`src/sv/tuip_pkg.sv`:
```
// Shared types, constants and character helpers for the text to unsigned integer parser.
// Depends on nothing; used by the top level and its checker.
`default_nettype none

package tuip_pkg;

   localparam int unsigned MAX_CHARS_DEFAULT = 4095;

   localparam int unsigned CH_W       = 8;
   localparam int unsigned RADIX_W    = 6;
   localparam int unsigned VALUE_W    = 64;
   localparam int unsigned STATUS_W   = 2;
   localparam int unsigned CONSUMED_W = 12;

   localparam logic [CONSUMED_W-1:0] CONSUMED_MAX = '1;

   localparam logic [RADIX_W-1:0] RADIX_AUTO = 6'd0;
   localparam logic [RADIX_W-1:0] RADIX_ONE  = 6'd1;
   localparam logic [RADIX_W-1:0] RADIX_OCT  = 6'd8;
   localparam logic [RADIX_W-1:0] RADIX_DEC  = 6'd10;
   localparam logic [RADIX_W-1:0] RADIX_HEX  = 6'd16;
   localparam logic [RADIX_W-1:0] RADIX_MAX  = 6'd36;

   localparam logic [CH_W-1:0] DIGIT_NONE = 8'hff;

   localparam logic [CH_W-1:0] CH_ZERO    = 8'h30;
   localparam logic [CH_W-1:0] CH_PLUS    = 8'h2b;
   localparam logic [CH_W-1:0] CH_MINUS   = 8'h2d;
   localparam logic [CH_W-1:0] CH_X_LOWER = 8'h78;
   localparam logic [CH_W-1:0] CH_X_UPPER = 8'h58;

   typedef enum logic [STATUS_W-1:0] {
      STATUS_OK        = 2'd0,
      STATUS_BAD_RADIX = 2'd1,
      STATUS_RANGE     = 2'd2
   } status_type;

   typedef enum logic [2:0] {
      PH_IDLE,
      PH_SPACE,
      PH_SIGNED,
      PH_ZERO,
      PH_DIGITS
   } phase_type;

   // Digit weight of an ASCII character, DIGIT_NONE when it is no digit in any radix.
   function automatic logic [CH_W-1:0] digit_value(input logic [CH_W-1:0] c);
      logic [CH_W-1:0] d;
      d = DIGIT_NONE;
      if (c >= 8'h30 && c <= 8'h39) begin
         d = c - 8'h30;
      end else if (c >= 8'h61 && c <= 8'h7a) begin
         d = c - 8'h61 + 8'd10;
      end else if (c >= 8'h41 && c <= 8'h5a) begin
         d = c - 8'h41 + 8'd10;
      end
      return d;
   endfunction

   // Space, tab, newline, vertical tab, form feed, carriage return.
   function automatic logic is_space(input logic [CH_W-1:0] c);
      return (c == 8'h20) || (c >= 8'h09 && c <= 8'h0d);
   endfunction

endpackage

`default_nettype wire

```
`src/sv/text_to_unsigned_integer_parser.sv`:
```
// Streaming unsigned integer parser: one character beat in, at most one number out.
// Depends on tuip_pkg.
//
//   port group   dir   handshake            payload
//   req_         in    req_valid/req_stall  req_ch, req_start_req
//   rsp_         out   rsp_valid/rsp_stall  rsp_value, rsp_status, rsp_consumed
//   csr_         in    csr_wr_en            csr_wr_data (radix)
//
// One character per cycle while the result is not stalled. A beat is held in the input
// register, then the 64x6 multiply-add and overflow check update the state and load the result
// register; a result is valid once its character has passed the input and the result register.
// Synchronous reset clears the parser state and both valid flags.
// A stalled result holds the result register; one more beat is taken into the
// input register and held there until the result is taken.
`default_nettype none

module text_to_unsigned_integer_parser
   import tuip_pkg::*;
#(
   parameter int unsigned MAX_CHARS = MAX_CHARS_DEFAULT
) (
   input  wire                    clock,
   input  wire                    reset,
   input  wire                    req_valid,
   output logic                   req_stall,
   input  wire  [CH_W-1:0]        req_ch,
   input  wire                    req_start_req,
   output logic                   rsp_valid,
   input  wire                    rsp_stall,
   output logic [VALUE_W-1:0]     rsp_value,
   output logic [STATUS_W-1:0]    rsp_status,
   output logic [CONSUMED_W-1:0]  rsp_consumed,
   input  wire                    csr_wr_en,
   input  wire  [RADIX_W-1:0]     csr_wr_data
);

   localparam int unsigned CNT_W  = $clog2(MAX_CHARS + 1);
   localparam int unsigned WIDE_W = (CNT_W > CONSUMED_W) ? CNT_W : CONSUMED_W;
   localparam int unsigned PROD_W = VALUE_W + RADIX_W;

   // configuration
   logic [RADIX_W-1:0] radix_ff;

   // input register
   logic            in_valid_ff, in_valid_in;
   logic [CH_W-1:0] ch_ff;
   logic            start_ff;

   // parser state
   phase_type           phase_ff, phase_in;
   logic [RADIX_W-1:0]  radix_use_ff, radix_use_in;
   logic                neg_ff, neg_in;
   logic [VALUE_W-1:0]  acc_ff, acc_in;
   logic [CNT_W-1:0]    cnt_ff, cnt_in;

   // result register
   logic                  rsp_valid_ff, rsp_valid_in;
   logic [VALUE_W-1:0]    rsp_value_ff;
   status_type            rsp_status_ff;
   logic [CONSUMED_W-1:0] rsp_consumed_ff;

   // state as seen by the current beat, after a start
   phase_type          s_phase;
   logic [RADIX_W-1:0] s_radix;
   logic               s_neg;
   logic [VALUE_W-1:0] s_acc;
   logic [CNT_W-1:0]   s_cnt;

   logic               fire;
   logic               bad_radix;
   logic [RADIX_W-1:0] dig_radix;
   logic [CH_W-1:0]    dig;
   logic               is_digit;
   logic [PROD_W-1:0]  prod;
   logic               ovf;
   logic [CNT_W-1:0]   cnt_inc;
   logic               first_step;
   logic               digit_step;
   logic               emit;
   logic [VALUE_W-1:0] res_value;
   status_type         res_status;
   logic [CNT_W-1:0]   res_cnt;
   logic [WIDE_W-1:0]  res_cnt_wide;

   assign fire      = in_valid_ff && (!rsp_valid_ff || !rsp_stall);
   assign req_stall = in_valid_ff && !fire;

   assign in_valid_in  = (req_valid && !req_stall) ? 1'b1 : (fire ? 1'b0 : in_valid_ff);
   assign rsp_valid_in = (fire && emit) ? 1'b1 : (rsp_stall ? rsp_valid_ff : 1'b0);

   assign bad_radix = (radix_ff == RADIX_ONE) || (radix_ff > RADIX_MAX);

   always_comb begin
      s_phase = phase_ff;
      s_radix = radix_use_ff;
      s_neg   = neg_ff;
      s_acc   = acc_ff;
      s_cnt   = cnt_ff;
      if (start_ff) begin
         s_phase = PH_SPACE;
         s_radix = radix_ff;
         s_neg   = 1'b0;
         s_acc   = '0;
         s_cnt   = '0;
      end
   end

   // radix the digit unit works in for this beat
   always_comb begin
      dig_radix = s_radix;
      if (s_radix == RADIX_AUTO) begin
         dig_radix = (s_phase == PH_ZERO) ? RADIX_OCT : RADIX_DEC;
      end
   end

   assign dig      = digit_value(ch_ff);
   assign is_digit = dig < CH_W'(dig_radix);
   assign prod     = PROD_W'(s_acc) * PROD_W'(dig_radix) + PROD_W'(dig);
   assign ovf      = |prod[PROD_W-1:VALUE_W];
   assign cnt_inc  = (s_cnt < CNT_W'(MAX_CHARS)) ? s_cnt + 1'b1 : s_cnt;

   always_comb begin
      phase_in     = s_phase;
      radix_use_in = s_radix;
      neg_in       = s_neg;
      acc_in       = s_acc;
      cnt_in       = s_cnt;
      emit         = 1'b0;
      res_value    = s_acc;
      res_status   = STATUS_OK;
      res_cnt      = s_cnt;
      first_step   = 1'b0;
      digit_step   = 1'b0;

      if (start_ff && bad_radix) begin
         emit       = 1'b1;
         res_value  = '0;
         res_status = STATUS_BAD_RADIX;
         res_cnt    = '0;
         phase_in   = PH_IDLE;
      end else begin
         unique case (s_phase)
            PH_IDLE: begin
               // drop characters until the next start
            end
            PH_SPACE: begin
               if (is_space(ch_ff)) begin
                  cnt_in = cnt_inc;
               end else if (ch_ff == CH_PLUS || ch_ff == CH_MINUS) begin
                  neg_in   = (ch_ff == CH_MINUS);
                  cnt_in   = cnt_inc;
                  phase_in = PH_SIGNED;
               end else begin
                  first_step = 1'b1;
               end
            end
            PH_SIGNED: begin
               first_step = 1'b1;
            end
            PH_ZERO: begin
               if (ch_ff == CH_X_LOWER || ch_ff == CH_X_UPPER) begin
                  cnt_in   = cnt_inc;
                  phase_in = PH_DIGITS;
                  if (s_radix == RADIX_AUTO) begin
                     radix_use_in = RADIX_HEX;
                  end
               end else begin
                  radix_use_in = dig_radix;
                  digit_step   = 1'b1;
               end
            end
            PH_DIGITS: begin
               digit_step = 1'b1;
            end
            default: begin
               phase_in = PH_IDLE;
            end
         endcase
      end

      // first character after space and sign: maybe the start of a 0x prefix
      if (first_step) begin
         if ((s_radix == RADIX_AUTO || s_radix == RADIX_HEX) && ch_ff == CH_ZERO) begin
            cnt_in   = cnt_inc;
            phase_in = PH_ZERO;
         end else begin
            radix_use_in = dig_radix;
            digit_step   = 1'b1;
         end
      end

      if (digit_step) begin
         phase_in = PH_DIGITS;
         if (!is_digit) begin
            emit      = 1'b1;
            res_value = s_neg ? (VALUE_W'(0) - s_acc) : s_acc;
            phase_in  = PH_IDLE;
         end else if (ovf) begin
            emit       = 1'b1;
            res_value  = '1;
            res_status = STATUS_RANGE;
            phase_in   = PH_IDLE;
         end else begin
            acc_in = prod[VALUE_W-1:0];
            cnt_in = cnt_inc;
         end
      end
   end

   assign res_cnt_wide = WIDE_W'(res_cnt);

   always_ff @(posedge clock) begin
      if (reset) begin
         radix_ff     <= RADIX_AUTO;
         in_valid_ff  <= 1'b0;
         rsp_valid_ff <= 1'b0;
         phase_ff     <= PH_IDLE;
         radix_use_ff <= RADIX_AUTO;
         neg_ff       <= 1'b0;
         acc_ff       <= '0;
         cnt_ff       <= '0;
      end else begin
         in_valid_ff  <= in_valid_in;
         rsp_valid_ff <= rsp_valid_in;
         if (csr_wr_en) begin
            radix_ff <= csr_wr_data;
         end
         if (fire) begin
            phase_ff     <= phase_in;
            radix_use_ff <= radix_use_in;
            neg_ff       <= neg_in;
            acc_ff       <= acc_in;
            cnt_ff       <= cnt_in;
         end
      end
   end

   // payload registers
   always_ff @(posedge clock) begin
      if (req_valid && !req_stall) begin
         ch_ff    <= req_ch;
         start_ff <= req_start_req;
      end
      if (fire && emit) begin
         rsp_value_ff    <= res_value;
         rsp_status_ff   <= res_status;
         rsp_consumed_ff <= (res_cnt_wide > WIDE_W'(CONSUMED_MAX)) ?
                            CONSUMED_MAX : res_cnt_wide[CONSUMED_W-1:0];
      end
   end

   assign rsp_valid    = rsp_valid_ff;
   assign rsp_value    = rsp_value_ff;
   assign rsp_status   = rsp_status_ff;
   assign rsp_consumed = rsp_consumed_ff;

endmodule

`default_nettype wire

```
`config.mk`:
```
export PLATFORM = sky130hd
export DESIGN_NAME = text_to_unsigned_integer_parser
export DESIGN_NICKNAME = d
export VERILOG_FILES = /design/src/sv/tuip_pkg.sv /design/src/sv/text_to_unsigned_integer_parser.sv
export SDC_FILE = /design/constraint.sdc
export NUM_CORES = 2
export LEC_CHECK = 0
export BUFFER_PORTS_ARGS = -buffer_cell sky130_fd_sc_hd__buf_4
export CAP_MARGIN = 25
export CORE_ASPECT_RATIO = 0.8
export CORE_UTILIZATION = 55
export CTS_BUF_LIST = sky130_fd_sc_hd__clkbuf_8
export DETAILED_ROUTE_END_ITERATION = 7
export PLACE_DENSITY = 0.74
export SLEW_MARGIN = 0
export SYNTH_ARGS = -nofsm -noshare
export SYNTH_HDL_FRONTEND = slang
export SYNTH_SLANG_ARGS = --single-unit
export TNS_END_PERCENT = 30
```
`constraint.sdc`:
```
create_clock -name clock -period 13.35 [get_ports clock]
set_clock_uncertainty 0.1 [all_clocks]
set_input_delay 0.6675 -clock clock [delete_from_list [all_inputs] [get_ports clock]]
set_output_delay 0.6675 -clock clock [all_outputs]
set_load 0.01 [all_outputs]
```
# Word-level counts from Yosys, hierarchy flattened
# Cells that the tools add are included.
[op_classes] add_sub_neg=8 n_mul=1 order_cmp=12 eq_ne=13 mux=71 reduce_logical=25
[ops] cell="2-to-1 mux 64 bit" count=9
[ops] cell="2-to-1 mux 12 bit" count=12
[ops] cell="adder 70 x 8 -> 70 bit" count=1
[ops] cell="multiplier 64 x 6 -> 70 bit" count=1
[ops] cell="subtractor 1 x 64 -> 64 bit, first input constant" count=1
[ops] cell="2-to-1 mux 6 bit" count=8
[ops] cell="== test 8 x 6 -> 1 bit, second input constant" count=4
[ops] cell="2-to-1 mux 3 bit" count=10
[ops] cell="2-to-1 mux 8 bit" count=3
[ops] cell="one-hot mux 12 bit (2 select lines)" count=1
[ops] cell="2-to-1 mux 1 bit" count=21
[ops] cell="adder 8 x 4 -> 8 bit, second input constant" count=2
[ops] cell="== test 8 x 7 -> 1 bit, second input constant" count=2
[ops] cell=">= comparator 8 x 7 -> 1 bit, second input constant" count=2
[ops] cell="<= comparator 8 x 7 -> 1 bit, second input constant" count=2
[ops] cell="subtractor 8 x 7 -> 8 bit, second input constant" count=2
[ops] cell="adder 12 x 1 -> 12 bit, second input constant" count=1
[ops] cell="> comparator 12 bit, second input constant" count=1
[ops] cell="< comparator 12 bit, second input constant" count=1
[ops] cell="logical AND 1 bit" count=10
[ops] cell="one-hot mux 3 bit (3 select lines)" count=1
[ops] cell=">= comparator 8 x 4 -> 1 bit, second input constant" count=1
[ops] cell=">= comparator 8 x 6 -> 1 bit, second input constant" count=1
[ops] cell="<= comparator 8 x 4 -> 1 bit, second input constant" count=1
[ops] cell="19 further kinds" count=32
[totals] register_bits=181 input_bits=20 out_inout_bits=80 word_cells=143

# Depth between registers and ports, before layout
[depth] ltp_word=12 ltp_mapped=34 ltp_nobuf=29

# Worst setup path before layout
# OpenSTA, ideal clock, no wires.
[synth_path] kind="register -> register" startpoint="register start_ff" endpoint="register rsp_consumed_ff[0], in the netlist rsp_consumed[0], enable pin" setup_ns=0.540 arrival_ns=11.379 t_required_ns=12.710 path_slack_ns=1.332 path_stages_with_launch=32 path_buffers=7 synth_period_minus_slack_ns=12.018 cell_sequence="edfxtp_1 > clkbuf_1 > clkbuf_1 > clkbuf_1 > a21oi_1 > and3_1 > o31ai_1 > nor2_1 > clkbuf_1 > and2_1 > fa_1 > inv_1 > fa_1 > inv_1 > fa_1 > inv_1 > fa_1 > inv_1 > ha_1 > a21oi_1 > o211ai_1 > a31oi_1 > nor3_1 > a41o_1 > a211o_1 > xor2_1 > or2_2 > clkbuf_1 > o31ai_4 > buf_4 > buf_2 > a21oi_1"
[synth_between] elab_chain_cells=11 elab_cells_between_ends=29 cone_classes="add/sub: 1; mul: 1; order compare: 1; eq/ne: 5; mux: 15; reduce/logical: 6"
[synth_lines] item="start, declared" line_no="text_to_unsigned_integer_parser.sv:47" source="logic start_ff;"
[synth_lines] item="start signal, assigned" line_no="text_to_unsigned_integer_parser.sv:242" source="start_ff <= req_start_req;"
[synth_lines] item="2-to-1 mux 3 bit" line_no="text_to_unsigned_integer_parser.sv:99" source="if (start_ff) begin"
[synth_lines] item="== test 3 x 2 -> 1 bit" line_no="text_to_unsigned_integer_parser.sv:112, text_to_unsigned_integer_parser.sv:142"
[synth_lines] item="2-to-1 mux 2 bit" line_no="text_to_unsigned_integer_parser.sv:112" source="dig_radix = (s_phase == PH_ZERO) ? RADIX_OCT : RADIX_DEC;"
[synth_lines] item="2-to-1 mux 6 bit" line_no="text_to_unsigned_integer_parser.sv:111" source="if (s_radix == RADIX_AUTO) begin"
[synth_lines] item="multiplier 64 x 6 -> 70 bit" line_no="text_to_unsigned_integer_parser.sv:118" source="assign prod = PROD_W'(s_acc) * PROD_W'(dig_radix) + PROD_W'(dig);"
[synth_lines] item="adder 70 x 8 -> 70 bit" line_no="text_to_unsigned_integer_parser.sv:118"
[synth_lines] item="OR reduction 6 bit" line_no="text_to_unsigned_integer_parser.sv:119" source="assign ovf = |prod[PROD_W-1:VALUE_W];"
[synth_lines] item="2-to-1 mux 1 bit" line_no="text_to_unsigned_integer_parser.sv:198" source="end else if (ovf) begin"
[synth_lines] item="2-to-1 mux 1 bit" line_no="text_to_unsigned_integer_parser.sv:194" source="if (!is_digit) begin"
[synth_lines] item="2-to-1 mux 1 bit *" line_no="text_to_unsigned_integer_parser.sv:192" source="if (digit_step) begin"
[synth_lines] item="logical AND 1 bit *" line_no="text_to_unsigned_integer_parser.sv:244" source="if (fire && emit) begin"
[synth_lines] item="end signal, assigned" line_no="text_to_unsigned_integer_parser.sv:247" source="rsp_consumed_ff <= (res_cnt_wide > WIDE_W'(CONSUMED_MAX)) ?"
[synth_lines] item="end, declared" line_no="text_to_unsigned_integer_parser.sv:60" source="logic [CONSUMED_W-1:0] rsp_consumed_ff;"
# Mark *: on every way between the ends. The rest lies on a longest branch, timed or not.
# A chain may end at the register's enable or synchronous reset.

# Worst setup path after layout
[layout_path] startpoint="register start_ff" endpoint="register rsp_consumed_ff[9], in the netlist rsp_consumed[9], enable pin"
# The elaborated chain is that of the path after synthesis.

==> flow_metrics.env <==
export IMPL_status="finished clean"
export IMPL_p_leak_nw=11.0
export IMPL_final_nets=3105
export IMPL_slew_violations=0
export IMPL_critPathSlowestCell="a21oi_4"
export IMPL_swShare_pct=33.5
export IMPL_internal_power_w=0.000838
export IMPL_rows=66
export IMPL_grt_pass1_vias=21083
export IMPL_grt_max_degree=59
export IMPL_reg2reg_from="start_ff"
export IMPL_ys_types=85
export IMPL_cts_resized_gates=0
export IMPL_synth_edf_count=87
export IMPL_clock_latency_ns=0.55
export IMPL_cts_sinks=181
export IMPL_via_per_inst=6.66
export IMPL_cp_required_ns=13.41
export IMPL_syn_to_final_growth_pct=5.88
export IMPL_final_area_mm2=0.0245
export IMPL_ys_seq_area_share_pct=19.4
export IMPL_grt_pass1_wl_um=124000
export IMPL_clkPwrFrac_pct=33.4
export IMPL_routabilityCongestion=1.01
export IMPL_fmax_mhz=95.8
export IMPL_fin_crit_sh_pct=78.2
export IMPL_cts_buffers=17
export IMPL_synth_top_cell_area_share_pct=22.0
export IMPL_grt_use_total_pct=38.1
export IMPL_ys_flop_type="dfxtp_1"
export IMPL_die_area_mm2=0.0429
export IMPL_critPathLaunch="start_ff"
export IMPL_cts_htree_levels=4
export IMPL_die_h_um=186
export IMPL_reg2reg_to="rsp_consumed[9]"
export IMPL_rrSetupSlack_ns=2.92
export IMPL_synthCells=2725
export IMPL_ir_drop_uv=54.0
export IMPL_synth_area_leader_cell="fa_1"
export IMPL_maxCapViolCount=0
export IMPL_syn_area_mm2=0.0232
export IMPL_dr_pass1_iters=6
export IMPL_postCtsSetupBuffers=0
export IMPL_switchingPower_w=0.000421
export IMPL_cp_top_family="compound AO/OA/AOI/OAI gates"
export IMPL_syn_nets=3160
export IMPL_worstSetupStartpointType="flop"
export IMPL_place_area_mm2=0.0241
export IMPL_dpl_cell_count=3192
export IMPL_reg2reg_depth=27
export IMPL_maxSlewHeadroom_pct=24.2
export IMPL_end_kind="flop"
export IMPL_holdCritPathClass="primary input to flop"
export IMPL_setup_viol=0
export IMPL_grt_overflow=0
export IMPL_p_per_area_mw_per_mm2=51.4
export IMPL_synth_area_leaders="fa_1, edfxtp_1, ha_1"
export IMPL_async_reset_ff_share_pct=0
export IMPL_yosys_warnings=0
export IMPL_critical_path_class="flop to flop"
export IMPL_drt_wirelength_per_cell_um=24.8
export IMPL_antenna_cells=0
export IMPL_tightestPinTransition_ns=1.14
export IMPL_critical_path_buf_inv_count=7
export IMPL_num_vias=21506
export IMPL_dp_hpwl_um=59200
export IMPL_cts_root_buf="clkbuf_8"
export IMPL_crit_top_cell="buf_4"
export IMPL_die_w_um=231
export IMPL_hold_depth=1
export IMPL_tns_ns=0
export IMPL_io_pins=100
export IMPL_drc=0
export IMPL_hold_buffers=0
export IMPL_start_util_pct=56.4
export IMPL_p_seq_share_pct=49.3
export IMPL_synth_ff_latch_count=181
export IMPL_crit_path_max_fanout=55
export IMPL_worstHoldEndpoint="ch_ff[1]"
export IMPL_hold_path_startpoint="req_ch[1]"
export IMPL_drive_gt1_share_pct=7.60
export IMPL_max_stage_delay_ns=0.75
export IMPL_clk_pin_slew_ns=0.11
export IMPL_avgSynthCellArea_um2=8.50
export IMPL_hold_viol=0
export IMPL_instances_no_fill=3227
export IMPL_p_comb_share_pct=17.3
export IMPL_worstPathArrival_ns=10.50
export IMPL_drtIter0Drc=2882
export IMPL_rsz0062_at_grt="false"
export IMPL_port_buffers=99
export IMPL_wirelength_um=80000
export IMPL_ys_top_cells_by_count="and2_1, fa_1, nand2_1, o21ai_0, nor2_1"
export IMPL_core_mm2=0.0410
export IMPL_ant_nets=0
export IMPL_yosysMostFrequentCell="and2_1"
export IMPL_fin_crit_ns=10.43
export IMPL_antenna_found_initial=1
export IMPL_cts_path_max_buffers=2
export IMPL_cts_tree="done"
[metrics by stage]
stage,power (W),setup slack (ns),hold slack (ns),utilization (%)
final,0.00126,2.92,0.205,59.7
after global routing,0.00129,2.64,0.189,59.7
after CTS,0.00125,3.23,0.187,59.6
after detailed placement,0.000841,3.28,0.359,58.7
after global placement,0.000837,3.38,0.350,58.7
after floorplan,0.000748,1.33,0.332,-
[layout by cell type, fill, tap and decap left out, types with 45 or more instances in the layout]
cell type / synthesis / layout
a21oi_1: 193 / 191
and2_1: 272 / 272
buf_4: 7 / 130
dfxtp_1: 94 / 94
edfxtp_1: 87 / 87
fa_1: 254 / 254
ha_1: 161 / 161
inv_1: 137 / 137
nand2_1: 227 / 226
nand4_1: 45 / 45
nor2_1: 203 / 201
nor3_1: 80 / 80
o21ai_0: 212 / 212
[power by group through the flow]
stage,sequential [W],combinational (W),clock (W)
after CTS,0.000620,0.000208,0.000420
after detailed placement,0.000633,0.000208,0
after global placement,0.000632,0.000204,0
final,0.000621,0.000218,0.000421
after floorplan,0.000632,0.000116,0
after global routing,0.000622,0.000229,0.000443
[registers in the layout (all words and copies together), names as in the netlist]
name	cells
radix_ff	6
cnt_ff	12
radix_use_ff	6
rsp_status	2
phase_ff	3
acc_ff	64
in_valid_ff	1
start_ff	1
rsp_value	64
rsp_consumed	12
ch_ff	8
rsp_valid	1
neg_ff	1
[how the worst max path moves through the flow]
stage	endpoint	slack [ns]	cells past startpoint
6_report	rsp_consumed[9]	2.92	27
4_1_cts	rsp_consumed[10]	3.23	27
5_1_grt	rsp_consumed[9]	2.64	27
3_5_place_dp	rsp_consumed[9]	3.28	27
3_3_place_gp	rsp_consumed[11]	3.38	27
2_1_floorplan	rsp_consumed[0]	1.33	31
[cell type report]
class	count	area, µm²
multi-input combinational	2199	17400
fill	3638	16500
sequential	181	4490
timing repair buffer	133	1010
tap	544	681
inverter	138	518
clock buffer	17	234
clock inverter	15	171
[metal layers]
metal  part of all wire, %  vias up  GRT usage, %
li1                      -     9383             -
met4                   3.6        0          14.5
met5                     0        -             0
met3                    14      223          13.0
met1                    41    10356          53.6
met2                    41     1544          53.5
[cells by family after synthesis]
group	synth area share (%)
xor gates and xnor gates	2.61
muxes	0.400
adders and majority gates	30.7
buffers and inverters	5.81
AOI/OAI and AO/OA	18.8
DFF	19.4
and+or+nand+nor	22.3
No activity file was read; power rests on OpenSTA's default activity.
